`config.mk`:
```
export PLATFORM = sky130hd
export DESIGN_NAME = clock_page_replacement
export DESIGN_NICKNAME = d
export VERILOG_FILES = /design/src/sv/cpr_pkg.sv /design/src/sv/clock_page_replacement.sv /design/src/sv/cpr_ram.sv /design/src/sv/cpr_ctrl.sv /design/src/sv/cpr_datapath.sv
export SDC_FILE = /design/constraint.sdc
export NUM_CORES = 1
export LEC_CHECK = 0
export BUFFER_PORTS_ARGS = -buffer_cell sky130_fd_sc_hd__buf_2
export CORE_MARGIN = 1.5
export CORE_UTILIZATION = 63
export DETAILED_ROUTE_END_ITERATION = 10
export GPL_ROUTABILITY_DRIVEN = 0
export PLACE_DENSITY = 0.84
export SYNTH_ARGS = -nofsm -noshare
export SYNTH_HDL_FRONTEND = slang
export SYNTH_SLANG_ARGS = --single-unit
```
`constraint.sdc`:
```
create_clock -name clk -period 6.8 [get_ports clk]
set_clock_uncertainty 0.15 [all_clocks]
set_input_delay 2.04 -clock clk [delete_from_list [all_inputs] [get_ports clk]]
set_output_delay 2.04 -clock clk [all_outputs]
set_load 0.01 [all_outputs]
```
`src/sv/cpr_pkg.sv`:
```
// ----------------------------------------------------------------------------
// cpr_pkg
// Shared types and constants for the clock page replacement block.
// ----------------------------------------------------------------------------
package cpr_pkg;

	localparam int CMD_W   = 2;
	localparam int OUTER_W = 4;
	localparam int INNER_W = 4;
	localparam int PAGE_W  = 8;
	localparam int SLOT_W  = 6;

	localparam logic [CMD_W-1:0] CMD_READ  = 2'd0;
	localparam logic [CMD_W-1:0] CMD_WRITE = 2'd1;
	localparam logic [CMD_W-1:0] CMD_CLEAR = 2'd2;

	typedef struct packed {
		logic [CMD_W-1:0]   cmd;
		logic [OUTER_W-1:0] outer_index;
		logic [INNER_W-1:0] inner_index;
	} in_t;

	typedef struct packed {
		logic              hit;
		logic              evicted;
		logic [SLOT_W-1:0] slot;
		logic [PAGE_W-1:0] victim_page;
		logic              victim_dirty;
	} out_t;

	typedef struct packed {
		logic load;
		logic clear;
		logic idle_res;
		logic lookup;
		logic hit_upd;
		logic fill_upd;
		logic vic_start;
		logic vic_step;
		logic evict_upd;
	} ctl_cmd_t;

	typedef struct packed {
		logic match;
		logic scan_done;
		logic full;
		logic vic_found;
	} dp_stat_t;

endpackage

```
`src/sv/clock_page_replacement.sv`:
```
// ----------------------------------------------------------------------------
// clock_page_replacement
// Clock and enhanced clock page replacement over a ring of frame slots.
// ----------------------------------------------------------------------------
// Channel   Ports                      Handshake
// request   request (in_t)             taken when start is high and busy low
// result    result (out_t)             valid for one cycle while done is high
// config    cfg_we, cfg_wdata          written when cfg_we is high
//
// Clear and unused commands finish in idle. An access reads one resident page
// per cycle in slot order until a hit or until all filled slots are read; a miss
// then fills the next free slot. A miss on a full ring instead walks the hand one
// slot per cycle, at most FRAMES plus one slots for plain clock or three passes
// plus one slot for enhanced clock, and then replaces the victim. The result is
// registered. Reset empties the ring; the receiver cannot stall the result.
// ----------------------------------------------------------------------------
module clock_page_replacement import cpr_pkg::*; #(
	parameter int FRAMES            = 4,
	parameter int ENTRIES_PER_TABLE = 16
) (
	input  logic clk,
	input  logic arst_n,
	input  logic start,
	output logic busy,
	input  in_t  request,
	output logic done,
	output out_t result,
	input  logic cfg_we,
	input  logic cfg_wdata
);

	ctl_cmd_t ctl;
	dp_stat_t stat;

	cpr_ctrl u_ctrl (
		.clk   (clk),
		.arst_n(arst_n),
		.start (start),
		.cmd   (request.cmd),
		.busy  (busy),
		.ctl   (ctl),
		.stat  (stat)
	);

	cpr_datapath #(
		.FRAMES           (FRAMES),
		.ENTRIES_PER_TABLE(ENTRIES_PER_TABLE)
	) u_datapath (
		.clk      (clk),
		.arst_n   (arst_n),
		.request  (request),
		.cfg_we   (cfg_we),
		.cfg_wdata(cfg_wdata),
		.ctl      (ctl),
		.stat     (stat),
		.done     (done),
		.result   (result)
	);

endmodule

```
`src/sv/cpr_ram.sv`:
```
// ----------------------------------------------------------------------------
// cpr_ram
// Generic single-write, single-read RAM with registered read data.
// ----------------------------------------------------------------------------
module cpr_ram #(
	parameter int WIDTH = 8,
	parameter int DEPTH = 4
) (
	input  logic                                   clk,
	input  logic                                   we,
	input  logic [((DEPTH > 1) ? $clog2(DEPTH) : 1)-1:0] waddr,
	input  logic [WIDTH-1:0]                       wdata,
	input  logic [((DEPTH > 1) ? $clog2(DEPTH) : 1)-1:0] raddr,
	output logic [WIDTH-1:0]                       rdata
);

	logic [WIDTH-1:0] mem_q [DEPTH];
	logic [WIDTH-1:0] rdata_q;

	always_ff @(posedge clk) begin
		if (we) begin
			mem_q[waddr] <= wdata;
		end
		rdata_q <= mem_q[raddr];
	end

	assign rdata = rdata_q;

endmodule

```
`src/sv/cpr_ctrl.sv`:
```
// ----------------------------------------------------------------------------
// cpr_ctrl
// Controller: sequences lookup, fill, victim search and eviction.
// ----------------------------------------------------------------------------
module cpr_ctrl import cpr_pkg::*; (
	input  logic             clk,
	input  logic             arst_n,
	input  logic             start,
	input  logic [CMD_W-1:0] cmd,
	output logic             busy,
	output ctl_cmd_t         ctl,
	input  dp_stat_t         stat
);

	typedef enum logic [1:0] {
		S_IDLE,
		S_LOOKUP,
		S_SEARCH,
		S_EVICT
	} state_t;

	state_t state_q;
	state_t state_nxt;

	always_comb begin
		ctl       = '0;
		state_nxt = state_q;
		case (state_q)
			S_IDLE: begin
				if (start) begin
					case (cmd)
						CMD_READ, CMD_WRITE: begin
							ctl.load  = 1'b1;
							state_nxt = S_LOOKUP;
						end
						CMD_CLEAR: begin
							ctl.clear = 1'b1;
						end
						default: begin
							ctl.idle_res = 1'b1;
						end
					endcase
				end
			end
			S_LOOKUP: begin
				ctl.lookup = 1'b1;
				if (stat.match) begin
					ctl.hit_upd = 1'b1;
					state_nxt   = S_IDLE;
				end else if (stat.scan_done) begin
					if (stat.full) begin
						ctl.vic_start = 1'b1;
						state_nxt     = S_SEARCH;
					end else begin
						ctl.fill_upd = 1'b1;
						state_nxt    = S_IDLE;
					end
				end
			end
			S_SEARCH: begin
				ctl.vic_step = 1'b1;
				if (stat.vic_found) begin
					state_nxt = S_EVICT;
				end
			end
			S_EVICT: begin
				ctl.evict_upd = 1'b1;
				state_nxt     = S_IDLE;
			end
			default: begin
				state_nxt = S_IDLE;
			end
		endcase
	end

	always_ff @(posedge clk or negedge arst_n) begin
		if (!arst_n) begin
			state_q <= S_IDLE;
		end else begin
			state_q <= state_nxt;
		end
	end

	assign busy = (state_q != S_IDLE);

endmodule

```
`src/sv/cpr_datapath.sv`:
```
// ----------------------------------------------------------------------------
// cpr_datapath
// Datapath: page store, use and dirty bits, fill count, clock hand, result.
// ----------------------------------------------------------------------------
module cpr_datapath import cpr_pkg::*; #(
	parameter int FRAMES            = 4,
	parameter int ENTRIES_PER_TABLE = 16
) (
	input  logic     clk,
	input  logic     arst_n,
	input  in_t      request,
	input  logic     cfg_we,
	input  logic     cfg_wdata,
	input  ctl_cmd_t ctl,
	output dp_stat_t stat,
	output logic     done,
	output out_t     result
);

	localparam int IDX_W  = (FRAMES > 1) ? $clog2(FRAMES) : 1;
	localparam int CNT_W  = $clog2(FRAMES + 1);
	localparam int PROD_W = PAGE_W + $clog2(ENTRIES_PER_TABLE + 1);
	localparam logic [IDX_W-1:0] LAST     = IDX_W'(FRAMES - 1);
	localparam logic [CNT_W-1:0] FULL_CNT = CNT_W'(FRAMES);

	logic              enh_q;
	logic [PAGE_W-1:0] page_q;
	logic              wr_q;
	logic [FRAMES-1:0] use_q;
	logic [FRAMES-1:0] dirty_q;
	logic [CNT_W-1:0]  fill_q;
	logic [IDX_W-1:0]  hand_q;
	logic [CNT_W-1:0]  rd_ptr_q;
	logic              rd_vld_q;
	logic [IDX_W-1:0]  cmp_ptr_q;
	logic [IDX_W-1:0]  vic_q;
	logic [IDX_W-1:0]  step_q;
	logic              pass_q;
	logic              done_q;
	out_t              res_q;

	logic [PROD_W-1:0] prod;
	logic              rd_avail;
	logic              rd_issue;
	logic [IDX_W-1:0]  raddr;
	logic [IDX_W-1:0]  waddr;
	logic              ram_we;
	logic [PAGE_W-1:0] rdata;
	logic [IDX_W-1:0]  fill_idx;
	logic              clean;

	function automatic logic [IDX_W-1:0] nxt_slot(input logic [IDX_W-1:0] s);
		return (s == LAST) ? '0 : s + 1'b1;
	endfunction

	assign prod = PROD_W'(request.outer_index) * PROD_W'(ENTRIES_PER_TABLE)
		+ PROD_W'(request.inner_index);

	assign fill_idx = fill_q[IDX_W-1:0];
	assign rd_avail = (rd_ptr_q < fill_q);
	assign rd_issue = ctl.lookup & rd_avail;
	assign raddr    = ctl.lookup ? rd_ptr_q[IDX_W-1:0] : vic_q;
	assign ram_we   = ctl.fill_upd | ctl.evict_upd;
	assign waddr    = ctl.evict_upd ? vic_q : fill_idx;
	assign clean    = !use_q[vic_q] && !dirty_q[vic_q];

	assign stat.match     = rd_vld_q && (rdata == page_q);
	assign stat.scan_done = !rd_avail && !rd_vld_q;
	assign stat.full      = (fill_q == FULL_CNT);
	assign stat.vic_found = (enh_q && !pass_q) ? clean : !use_q[vic_q];

	cpr_ram #(
		.WIDTH(PAGE_W),
		.DEPTH(FRAMES)
	) u_page_ram (
		.clk  (clk),
		.we   (ram_we),
		.waddr(waddr),
		.wdata(page_q),
		.raddr(raddr),
		.rdata(rdata)
	);

	always_ff @(posedge clk or negedge arst_n) begin
		if (!arst_n) begin
			enh_q     <= 1'b0;
			use_q     <= '0;
			dirty_q   <= '0;
			fill_q    <= '0;
			hand_q    <= '0;
			rd_ptr_q  <= '0;
			rd_vld_q  <= 1'b0;
			cmp_ptr_q <= '0;
			vic_q     <= '0;
			step_q    <= '0;
			pass_q    <= 1'b0;
			done_q    <= 1'b0;
		end else begin
			done_q <= ctl.clear | ctl.idle_res | ctl.hit_upd | ctl.fill_upd | ctl.evict_upd;
			if (cfg_we) begin
				enh_q <= cfg_wdata;
			end
			if (ctl.load) begin
				rd_ptr_q <= '0;
				rd_vld_q <= 1'b0;
			end else begin
				rd_vld_q  <= rd_issue;
				cmp_ptr_q <= rd_ptr_q[IDX_W-1:0];
				if (rd_issue) begin
					rd_ptr_q <= rd_ptr_q + 1'b1;
				end
			end
			if (ctl.clear) begin
				use_q   <= '0;
				dirty_q <= '0;
				fill_q  <= '0;
				hand_q  <= '0;
			end
			if (ctl.hit_upd) begin
				use_q[cmp_ptr_q] <= 1'b1;
				if (wr_q) begin
					dirty_q[cmp_ptr_q] <= 1'b1;
				end
			end
			if (ctl.fill_upd) begin
				use_q[fill_idx]   <= 1'b1;
				dirty_q[fill_idx] <= wr_q;
				fill_q            <= fill_q + 1'b1;
			end
			if (ctl.vic_start) begin
				vic_q  <= hand_q;
				step_q <= '0;
				pass_q <= 1'b0;
			end
			if (ctl.vic_step && !stat.vic_found) begin
				if (!enh_q || pass_q) begin
					use_q[vic_q] <= 1'b0;
				end
				vic_q <= nxt_slot(vic_q);
				if (step_q == LAST) begin
					step_q <= '0;
					pass_q <= ~pass_q;
				end else begin
					step_q <= step_q + 1'b1;
				end
			end
			if (ctl.evict_upd) begin
				use_q[vic_q]   <= 1'b1;
				dirty_q[vic_q] <= wr_q;
				hand_q         <= nxt_slot(vic_q);
			end
		end
	end

	always_ff @(posedge clk) begin
		if (ctl.load) begin
			page_q <= prod[PAGE_W-1:0];
			wr_q   <= (request.cmd == CMD_WRITE);
		end
		if (ctl.clear || ctl.idle_res) begin
			res_q <= '0;
		end
		if (ctl.hit_upd) begin
			res_q.hit          <= 1'b1;
			res_q.evicted      <= 1'b0;
			res_q.slot         <= SLOT_W'(cmp_ptr_q);
			res_q.victim_page  <= '0;
			res_q.victim_dirty <= 1'b0;
		end
		if (ctl.fill_upd) begin
			res_q.hit          <= 1'b0;
			res_q.evicted      <= 1'b0;
			res_q.slot         <= SLOT_W'(fill_q);
			res_q.victim_page  <= '0;
			res_q.victim_dirty <= 1'b0;
		end
		if (ctl.evict_upd) begin
			res_q.hit          <= 1'b0;
			res_q.evicted      <= 1'b1;
			res_q.slot         <= SLOT_W'(vic_q);
			res_q.victim_page  <= rdata;
			res_q.victim_dirty <= dirty_q[vic_q];
		end
	end

	assign done   = done_q;
	assign result = res_q;

endmodule
```
==> results.sh, run 1 <==
export IMPL_place_ws_ns=3.17
export IMPL_die_width_um=81.9
export IMPL_clk_slew_on_worst_s_h_paths_ns=0.09
export IMPL_cts_root_buf="sky130_fd_sc_hd__clkbuf_8"
export IMPL_postSynthRegisterBits=91
export IMPL_yosys_top_cells_area="sky130_fd_sc_hd__edfxtp_1 (40%), sky130_fd_sc_hd__dfrtp_1 (18%), sky130_fd_sc_hd__mux4_2 (5.7%)"
export IMPL_yosys_top_cell_by_area="sky130_fd_sc_hd__edfxtp_1"
export IMPL_finalHoldViolations=0
export IMPL_critical_path_rt_ns=4.61
export IMPL_clock_sink_count=91
export IMPL_worstPathArrival_ns=1.47
export IMPL_tritoncts="done"
export IMPL_period_minus_slack_ns=3.66
export IMPL_io_buffers=30
export IMPL_post_drt_via_cell_ratio=6.19
export IMPL_first_iter_violations=294
export IMPL_clk_insertion_delay_late_ns=0.36
export IMPL_die_area_um2=6700
export IMPL_overflow=0
export IMPL_dp_hpwl_um=5260
export IMPL_drv_cap=0
export IMPL_post_synth_instance_area_um2=3920
export IMPL_finalCritPeriodShare_pct=53.9
export IMPL_avgSynthCellArea_um2=13.6
export IMPL_layout_cells_most_common="sky130_fd_sc_hd__edfxtp_1"
export IMPL_initial_antenna_violation_count=0
export IMPL_coreArea_um2=5960
export IMPL_n_antenna_cell=0
export IMPL_drc_errors=0
export IMPL_slew_headroom_pct=34.6
export IMPL_rsz0062_at_grt="no"
export IMPL_ctsHtreeMaxLevel=3
export IMPL_drive_above_1_share_pct=21.8
export IMPL_ant_nets=0
export IMPL_pwr_density_cell_nw_per_um2=478
export IMPL_groute_usage_overall_pct=25.6
export IMPL_most_used_cells_in_the_layout_excluding_fill_and_tap_cells="sky130_fd_sc_hd__edfxtp_1 (52), sky130_fd_sc_hd__buf_2 (30), sky130_fd_sc_hd__nand2_1 (29), sky130_fd_sc_hd__dfrtp_1 (28), sky130_fd_sc_hd__inv_1 (16)"
export IMPL_syn2layout_area_growth_pct=10.6
export IMPL_vias=2484
export IMPL_drt_wl_total_um=7410
export IMPL_ys_types=48
export IMPL_synth_yosys_warnings=0
export IMPL_outcome="complete, no violations"
export IMPL_cts_made_buffers=9
export IMPL_clockBufferDepth=2
export IMPL_power_leakage_nw=1.78
export IMPL_num_rows=28
export IMPL_worst_setup_path_end_kind="output pin"
export IMPL_avgRoutedWirePerCell_um=18.5
export IMPL_starting_density_pct=65.8
export IMPL_postCtsSetupRepairBufs=0
export IMPL_synth_yosys_seq_area_share_pct=63.3
export IMPL_tightest_slew_ns=0.981
export IMPL_height_of_the_die_um=81.9
export IMPL_synth_top_cell_area_share_pct=39.8
export IMPL_postSynthCellCount=288
export IMPL_boundaryPins=34
export IMPL_first_global_vias=2341
export IMPL_maxSlewViolCount=0
export IMPL_ir_drop_v=0.000334
export IMPL_post_synth_top_flop="sky130_fd_sc_hd__edfxtp_1"
export IMPL_final_nets=348
export IMPL_timing_final_ws_setup_ns=3.14
export IMPL_async_reset_ff_share_pct=30.8
export IMPL_setup_tns_after_final_layout_ns=0
export IMPL_ctsResizeCount=0
export IMPL_drt_pass1_iterations=7
export IMPL_worst_hold_path_type="flip-flop to flip-flop"
export IMPL_num_fill_cells=407
export IMPL_worst_setup_path_type="flip-flop to output pin"
export IMPL_maximum_fanout_count_along_the_critical_path=16
export IMPL_post_cts_hold_buffer_count=0
export IMPL_finalSetupViolations=0
export IMPL_synth_enable_flop_cells=52
export IMPL_critPathLaunchType="flip-flop"
export IMPL_achievable_frequency_mhz=273
export IMPL_grt_first_pass_wirelength_um=12000
export IMPL_fin_total_pwr_mw=2.07
export IMPL_grt_start_max_net_pins=29
[synth_stat cells (5+ instances only)]
library cell               number
sky130_fd_sc_hd__a21oi_1        7
sky130_fd_sc_hd__a31oi_1        5
sky130_fd_sc_hd__edfxtp_1      52
sky130_fd_sc_hd__xnor2_1        9
sky130_fd_sc_hd__inv_1         16
sky130_fd_sc_hd__and3_1         9
sky130_fd_sc_hd__nor2b_1        7
sky130_fd_sc_hd__o21ai_0        6
sky130_fd_sc_hd__mux4_2        10
sky130_fd_sc_hd__dfxtp_1       11
sky130_fd_sc_hd__nand3_1       11
sky130_fd_sc_hd__nand2_1       29
sky130_fd_sc_hd__dfrtp_1       28
sky130_fd_sc_hd__o22ai_1        5
sky130_fd_sc_hd__nor2_1        14
sky130_fd_sc_hd__ha_1          12
[logic make-up after synthesis]
group	count (synthesis)	synth area share [%]
and+or+nand+nor	87	11.5
adders and majority gates	12	3.83
muxes	17	7.63
AOI/OAI and AO/OA	44	8.30
xor gates and xnor gates	10	2.24
DFF	91	63.3
other	1	0.0957
buffers and inverters	26	3.03
[final cells by class]
class / instances / area, um2 / share of cell area [%]
inverter: 16 / 60.1 / 1.39
clock inverter: 5 / 66.3 / 1.53
multi-input combinational: 173 / 1330 / 30.7
tap: 75 / 93.8 / 2.17
timing repair buffer: 30 / 150 / 3.46
sequential: 91 / 2480 / 57.3
clock buffer: 11 / 151 / 3.49
[per-layer routing]
layer	track usage [%]	part of all wire, %	wire length [um]
met2	38.6	47	3450
met1	35.5	43	3190
met3	6.56	8.4	622
met5	0	0	0
met4	10.8	2.1	153
[stage by stage]
| stage | cells | cell area, um2 | util, % | hold slack, ns |
|---|---|---|---|---|
| 2_1_floorplan | 290 | 3930 | - | 0.301 |
| 3_3_place_gp | 385 | 4120 | 69.1 | 0.320 |
| 3_5_place_dp | 385 | 4120 | 69.1 | 0.330 |
| 4_1_cts | 401 | 4330 | 72.8 | 0.346 |
| 5_1_grt | 401 | 4330 | 72.8 | 0.364 |
| 6_report | 401 | 4330 | 72.8 | 0.344 |
[sequential cells by signal (all words and copies together) (netlist names), 3 cells and up, named ones only]
register                     count
u_datapath.page_q                8
u_datapath.use_q                 4
u_datapath.fill_q                3
u_datapath.dirty_q               4
u_datapath.result               14
u_datapath.u_page_ram.rdata      8
u_datapath.rd_ptr_q              3
u_datapath.u_page_ram.mem_q     32
[power breakdown]
group | internal (mW) | switching (mW) | total [mW] | leakage (nW)
combinational | 0.308 | 0.424 | 0.731 | 0.740
clock | 0.195 | 0.194 | 0.389 | 0.108
sequential | 0.799 | 0.152 | 0.950 | 0.929
total | 1.30 | 0.769 | 2.07 | 1.78
[worst paths after layout]
| check | from | endpoint | slack (ns) | depth (start not counted) |
|---|---|---|---|---|
| min | u_datapath.pass_q | u_datapath.pass_q | 0.34 | 1 |
| max reg2reg | u_ctrl.state_q[0] | u_datapath.u_page_ram.mem_q[3][5] | 3.56 | 5 |
| min in group asynchronous | arst_n | async pin | 1.55 | 1 |
| max | flip-flop | busy | 3.14 | 3 |
| max in group asynchronous | arst_n | u_datapath.cmp_ptr_q[1] | 4.53 | 1 |
| min reg2reg | u_datapath.pass_q | u_datapath.pass_q | 0.34 | 1 |
[critical path, cell delays in order, from the launching register on]
cell	delay [ns]
sky130_fd_sc_hd__dfrtp_1	0.54
sky130_fd_sc_hd__nor2_1	0.30
sky130_fd_sc_hd__inv_1	0.12
sky130_fd_sc_hd__buf_2	0.16
Power figures use the tool's default switching activity.
==> inputs of run 2 (changes only) <==
- CORE_UTILIZATION: 63 -> 59
- PLACE_DENSITY: 0.84 -> 0.79
- clock period: 6.8 -> 3.7 ns (I/O delays scaled with it)
==> results.sh, run 2 (synthesis gave the netlist of run 1 again) <==
export IMPL_outcome="complete, no violations"
export IMPL_drive_above_1_share_pct=22.0
export IMPL_instances_no_fill=405
export IMPL_pwr_density_cell_nw_per_um2=860
export IMPL_reg2reg_depth=7
export IMPL_critical_path_rt_ns=3.54
export IMPL_dr_wl_met3_um=595
export IMPL_worstPathArrival_ns=2.76
export IMPL_starting_density_pct=61.4
export IMPL_postCtsSetupRepairBufs=0
export IMPL_clk_insertion_delay_late_ns=0.36
export IMPL_worst_setup_path_end_kind="flip-flop"
export IMPL_finalSetupViolations=0
export IMPL_worstReg2RegStart="u_datapath.fill_q[1]"
export IMPL_fin_total_pwr_mw=3.71
export IMPL_clock_sink_count=91
export IMPL_post_drt_via_cell_ratio=5.94
export IMPL_height_of_the_die_um=84.5
export IMPL_slew_headroom_pct=44.1
export IMPL_worst_hold_path_type="flip-flop to flip-flop"
export IMPL_vias=2406
export IMPL_regMostFlops="u_datapath.u_page_ram.mem_q"
export IMPL_finalCritPeriodShare_pct=78.9
export IMPL_largest_register_ffs=32
export IMPL_groute_usage_overall_pct=22.9
export IMPL_layout_cells_most_common="sky130_fd_sc_hd__edfxtp_1"
export IMPL_fin_util_pct=67.6
export IMPL_first_iter_violations=201
export IMPL_cts_made_buffers=9
export IMPL_avgRoutedWirePerCell_um=18.2
export IMPL_grt_first_pass_wirelength_um=12300
export IMPL_clk_slew_on_worst_s_h_paths_ns=0.09
export IMPL_most_used_cells_in_the_layout_excluding_fill_and_tap_cells="sky130_fd_sc_hd__edfxtp_1 (52), sky130_fd_sc_hd__buf_2 (30), sky130_fd_sc_hd__nand2_1 (29), sky130_fd_sc_hd__dfrtp_1 (28), sky130_fd_sc_hd__inv_1 (16)"
export IMPL_hold_path_startpoint="u_datapath.pass_q"
export IMPL_rsz0062_at_grt="no"
export IMPL_num_rows=29
export IMPL_ir_drop_v=0.000507
export IMPL_maxSlewViolCount=0
export IMPL_die_width_um=84.5
export IMPL_final_nets=350
export IMPL_io_buffers=30
export IMPL_post_place_cells=389
export IMPL_drc_errors=0
export IMPL_drv_cap=0
export IMPL_grt_start_max_net_pins=29
export IMPL_timing_final_ws_setup_ns=0.779
export IMPL_critical_path_reg2reg_endpoint="u_datapath.u_page_ram.mem_q[3][5]"
export IMPL_critPathLaunchType="flip-flop"
export IMPL_syn2layout_area_growth_pct=10.2
export IMPL_drt_pass1_iterations=4
export IMPL_ctsResizeCount=0
export IMPL_boundaryPins=34
export IMPL_finalHoldViolations=0
export IMPL_setup_tns_after_final_layout_ns=0
export IMPL_worst_setup_path_type="flip-flop to flip-flop"
export IMPL_cts_root_buf="sky130_fd_sc_hd__clkbuf_8"
export IMPL_die_area_um2=7140
export IMPL_maximum_fanout_count_along_the_critical_path=8
export IMPL_hold_crit_depth=1
export IMPL_place_ws_ns=0.902
export IMPL_n_antenna_cell=0
export IMPL_r2r_slack_ns=0.78
export IMPL_ctsHtreeMaxLevel=3
export IMPL_achievable_frequency_mhz=342
export IMPL_overflow=0
export IMPL_clockBufferDepth=2
export IMPL_met2WireLength_um=3290
export IMPL_dp_hpwl_um=5460
export IMPL_tightest_slew_ns=0.838
export IMPL_detail_route_wirelength_met1_um=3390
export IMPL_ant_nets=0
export IMPL_post_cts_hold_buffer_count=0
export IMPL_drt_wl_total_um=7380
export IMPL_tritoncts="done"
export IMPL_coreArea_um2=6390
export IMPL_initial_antenna_violation_count=0
export IMPL_worst_hold_path_endpoint="u_datapath.pass_q"
export IMPL_power_leakage_nw=1.77
export IMPL_topRoutingLayerUsed="met4"
export IMPL_first_global_vias=2324
export IMPL_num_fill_cells=438
export IMPL_period_minus_slack_ns=2.92
==> run 2: cell count changes in the layout (fill, tap and decap cells not counted), sizes merged <==
cell    previous run  this run
inv               19        20
buf               30        32
bufinv             1         0
clkinv             0         2
clkbuf            11         9
==> run 2: power breakdown <==
group / switching [mW] / internal (mW)
Sequential: 0.264 / 1.47
Clock: 0.370 / 0.257
Combinational: 0.778 / 0.576
Total: 1.41 / 2.30
==> run 2: final cells by class <==
class                   instances  area, um2  area share, %
flip-flops and latches         91       2480           57.5
multi-input cells             173       1330           30.8
repair buffers                 32        165           3.83
clock buffers                   9        124           2.87
well taps                      77       96.3           2.23
inverters                      16       60.1           1.39
clock inverters                 7       58.8           1.36
==> run 2: worst max-delay path by stage <==
stage,from,to,slack (ns),cells after the start
2_1_floorplan,start,u_datapath.cmp_ptr_q[0],0.89,3
3_5_place_dp,u_datapath.fill_q[1],u_datapath.u_page_ram.mem_q[3][1],0.90,7
4_1_cts,u_datapath.fill_q[1],u_datapath.u_page_ram.mem_q[3][5],0.81,7
3_3_place_gp,u_datapath.fill_q[1],u_datapath.u_page_ram.mem_q[3][1],1.01,7
6_report,u_datapath.fill_q[1],u_datapath.u_page_ram.mem_q[3][5],0.78,7
5_1_grt,u_datapath.fill_q[1],u_datapath.u_page_ram.mem_q[2][5],0.60,6
==> run 2: layer usage <==
metal | up-vias | track usage [%]
met5 | - | 0
met4 | 0 | 10.6
met3 | 10 | 4.52
met2 | 102 | 31.7
met1 | 1159 | 35.3
li1 | 1135 | -
==> run 2: per-stage QoR <==
stage / hold slack, ns / cell area, um2
final: 0.345 / 4320
after global routing: 0.356 / 4320
after CTS: 0.345 / 4320
after detailed placement: 0.332 / 4130
after global placement: 0.325 / 4130
after floorplan: 0.301 / 3930
==> run 2: critical path: stages (launching register included) <==
cell	delay, ns
sky130_fd_sc_hd__dfrtp_1	0.47
sky130_fd_sc_hd__inv_1	0.15
sky130_fd_sc_hd__ha_1	0.30
sky130_fd_sc_hd__nand2_1	0.08
sky130_fd_sc_hd__o21a_4	0.23
sky130_fd_sc_hd__nor3_2	0.35
sky130_fd_sc_hd__nand2_1	0.13
sky130_fd_sc_hd__o22ai_1	0.67
==> inputs of run 3 (changes only) <==
- CORE_UTILIZATION: 59 -> 53
- PLACE_DENSITY: 0.79 -> 0.75
- clock period: 3.7 -> 2.45 ns (I/O delays scaled with it)
==> results.sh, run 3 (synthesis gave the netlist of run 1 again) <==
export IMPL_outcome="complete, no violations"
export IMPL_worst_setup_path_type="flip-flop to output pin"
export IMPL_achievable_frequency_mhz=429
export IMPL_boundaryPins=34
export IMPL_instances_no_fill=439
export IMPL_worst_setup_path_end_kind="output pin"
export IMPL_dp_hpwl_um=5410
export IMPL_timing_final_ws_setup_ns=0.119
export IMPL_coreArea_um2=7210
export IMPL_drt_pass1_iterations=4
export IMPL_clockBufferDepth=2
export IMPL_num_rows=31
export IMPL_power_leakage_nw=1.83
export IMPL_ctsResizeCount=0
export IMPL_grt_start_max_net_pins=29
export IMPL_drt_wl_total_um=7440
export IMPL_groute_usage_overall_pct=21.1
export IMPL_cts_made_buffers=9
export IMPL_fin_worst_hold_slack_ns=0.225
export IMPL_critical_path_slowest_cell="sky130_fd_sc_hd__dfrtp_1"
export IMPL_finalCritPeriodShare_pct=95.1
export IMPL_io_buffers=30
export IMPL_avgRoutedWirePerCell_um=16.9
export IMPL_vias=2414
export IMPL_drv_cap=0
export IMPL_n_antenna_cell=0
export IMPL_tightest_slew_ns=0.606
export IMPL_overflow=0
export IMPL_finalHoldViolations=0
export IMPL_starting_density_pct=54.3
export IMPL_maximum_fanout_count_along_the_critical_path=16
export IMPL_clk_insertion_delay_late_ns=0.36
export IMPL_place_ws_ns=0.132
export IMPL_tritoncts="done"
export IMPL_critical_path_rt_ns=1.56
export IMPL_cp_top_family="flip-flops"
export IMPL_largest_register_ffs=32
export IMPL_initial_antenna_violation_count=0
export IMPL_postCtsSetupRepairBufs=0
export IMPL_clock_sink_count=91
export IMPL_drive_above_1_share_pct=24.7
export IMPL_worst_hold_path_type="primary input to async pin"
export IMPL_critPathLaunchType="flip-flop"
export IMPL_syn2layout_area_growth_pct=13.0
export IMPL_post_dp_cell_area_um2=4250
export IMPL_post_place_cells=423
export IMPL_rsz0062_at_grt="no"
export IMPL_final_cell_area_um2=4430
export IMPL_die_width_um=89.0
export IMPL_most_used_cells_in_the_layout_excluding_fill_and_tap_cells="sky130_fd_sc_hd__edfxtp_1 (52), sky130_fd_sc_hd__buf_2 (30), sky130_fd_sc_hd__nand2_1 (29), sky130_fd_sc_hd__dfrtp_1 (27), sky130_fd_sc_hd__inv_1 (16)"
export IMPL_critical_path_buf_inv_count=2
export IMPL_period_minus_slack_ns=2.33
export IMPL_slew_headroom_pct=59.6
export IMPL_clk_slew_on_worst_s_h_paths_ns=0.09
export IMPL_drc_errors=0
export IMPL_maxSlewViolCount=0
export IMPL_setup_tns_after_final_layout_ns=0
export IMPL_first_global_vias=2222
export IMPL_post_drt_via_cell_ratio=5.50
export IMPL_regMostFlops="u_datapath.u_page_ram.mem_q"
export IMPL_height_of_the_die_um=89.0
export IMPL_r2r_slack_ns=0.16
export IMPL_first_iter_violations=291
export IMPL_layout_cells_most_common="sky130_fd_sc_hd__edfxtp_1"
export IMPL_post_cts_hold_buffer_count=0
export IMPL_finalSetupViolations=0
export IMPL_worstPathArrival_ns=1.45
export IMPL_grt_first_pass_wirelength_um=12000
export IMPL_ctsHtreeMaxLevel=3
export IMPL_slowest_delay_ns=0.54
export IMPL_cts_root_buf="sky130_fd_sc_hd__clkbuf_8"
export IMPL_timing_critical_path_cells="nor2_1 -> inv_1 -> buf_2"
export IMPL_die_area_um2=7920
export IMPL_ant_nets=0
export IMPL_ir_drop_v=0.000515
export IMPL_pwr_density_cell_nw_per_um2=1280
export IMPL_final_nets=362
[run 3: changes by cell type in the layout (fill, tap and decap cells not counted), sizes merged]
cell / before / now
inv: 20 / 19
buf: 32 / 44
clkbuf: 9 / 10
[run 3: worst paths after layout]
kind | start | to | depth (start not counted)
max | flip-flop | busy | 3
min | arst_n | u_datapath.done | 1
max reg2reg | u_datapath.fill_q[2] | u_datapath.result[0] | 7
min reg2reg | u_datapath.step_q[0] | u_datapath.step_q[0] | 1
max in group asynchronous | arst_n | u_datapath.fill_q[0] | 1
min in group clk | u_datapath.step_q[0] | u_datapath.step_q[0] | 1
[run 3: metal layers]
| layer | wire [um] | track usage (%) |
|---|---|---|
| met5 | 0 | 0 |
| met4 | 61 | 6.71 |
| met3 | 515 | 6.28 |
| met2 | 3280 | 30.2 |
| met1 | 3580 | 31.2 |
[run 3: cell type report]
class / count / area, um2
Multi-Input combinational cell: 173 / 1330
Clock inverter: 6 / 48.8
Inverter: 16 / 60.1
Fill cell: 571 / 2790
Sequential cell: 91 / 2480
Clock buffer: 10 / 128
Timing Repair Buffer: 44 / 255
Tap cell: 99 / 124
[run 3: where the power goes]
group	total [mW]	switching, mW	internal [mW]
combinational	2.15	1.18	0.964
clock	0.926	0.544	0.382
sequential	2.61	0.391	2.22
[run 3: metrics by stage]
stage	power, mW	util (%)
after detailed placement	4.77	58.9
after global placement	4.70	58.9
after floorplan	4.05	-
final	5.68	61.4
after CTS	5.70	61.4
after global routing	6.06	61.4
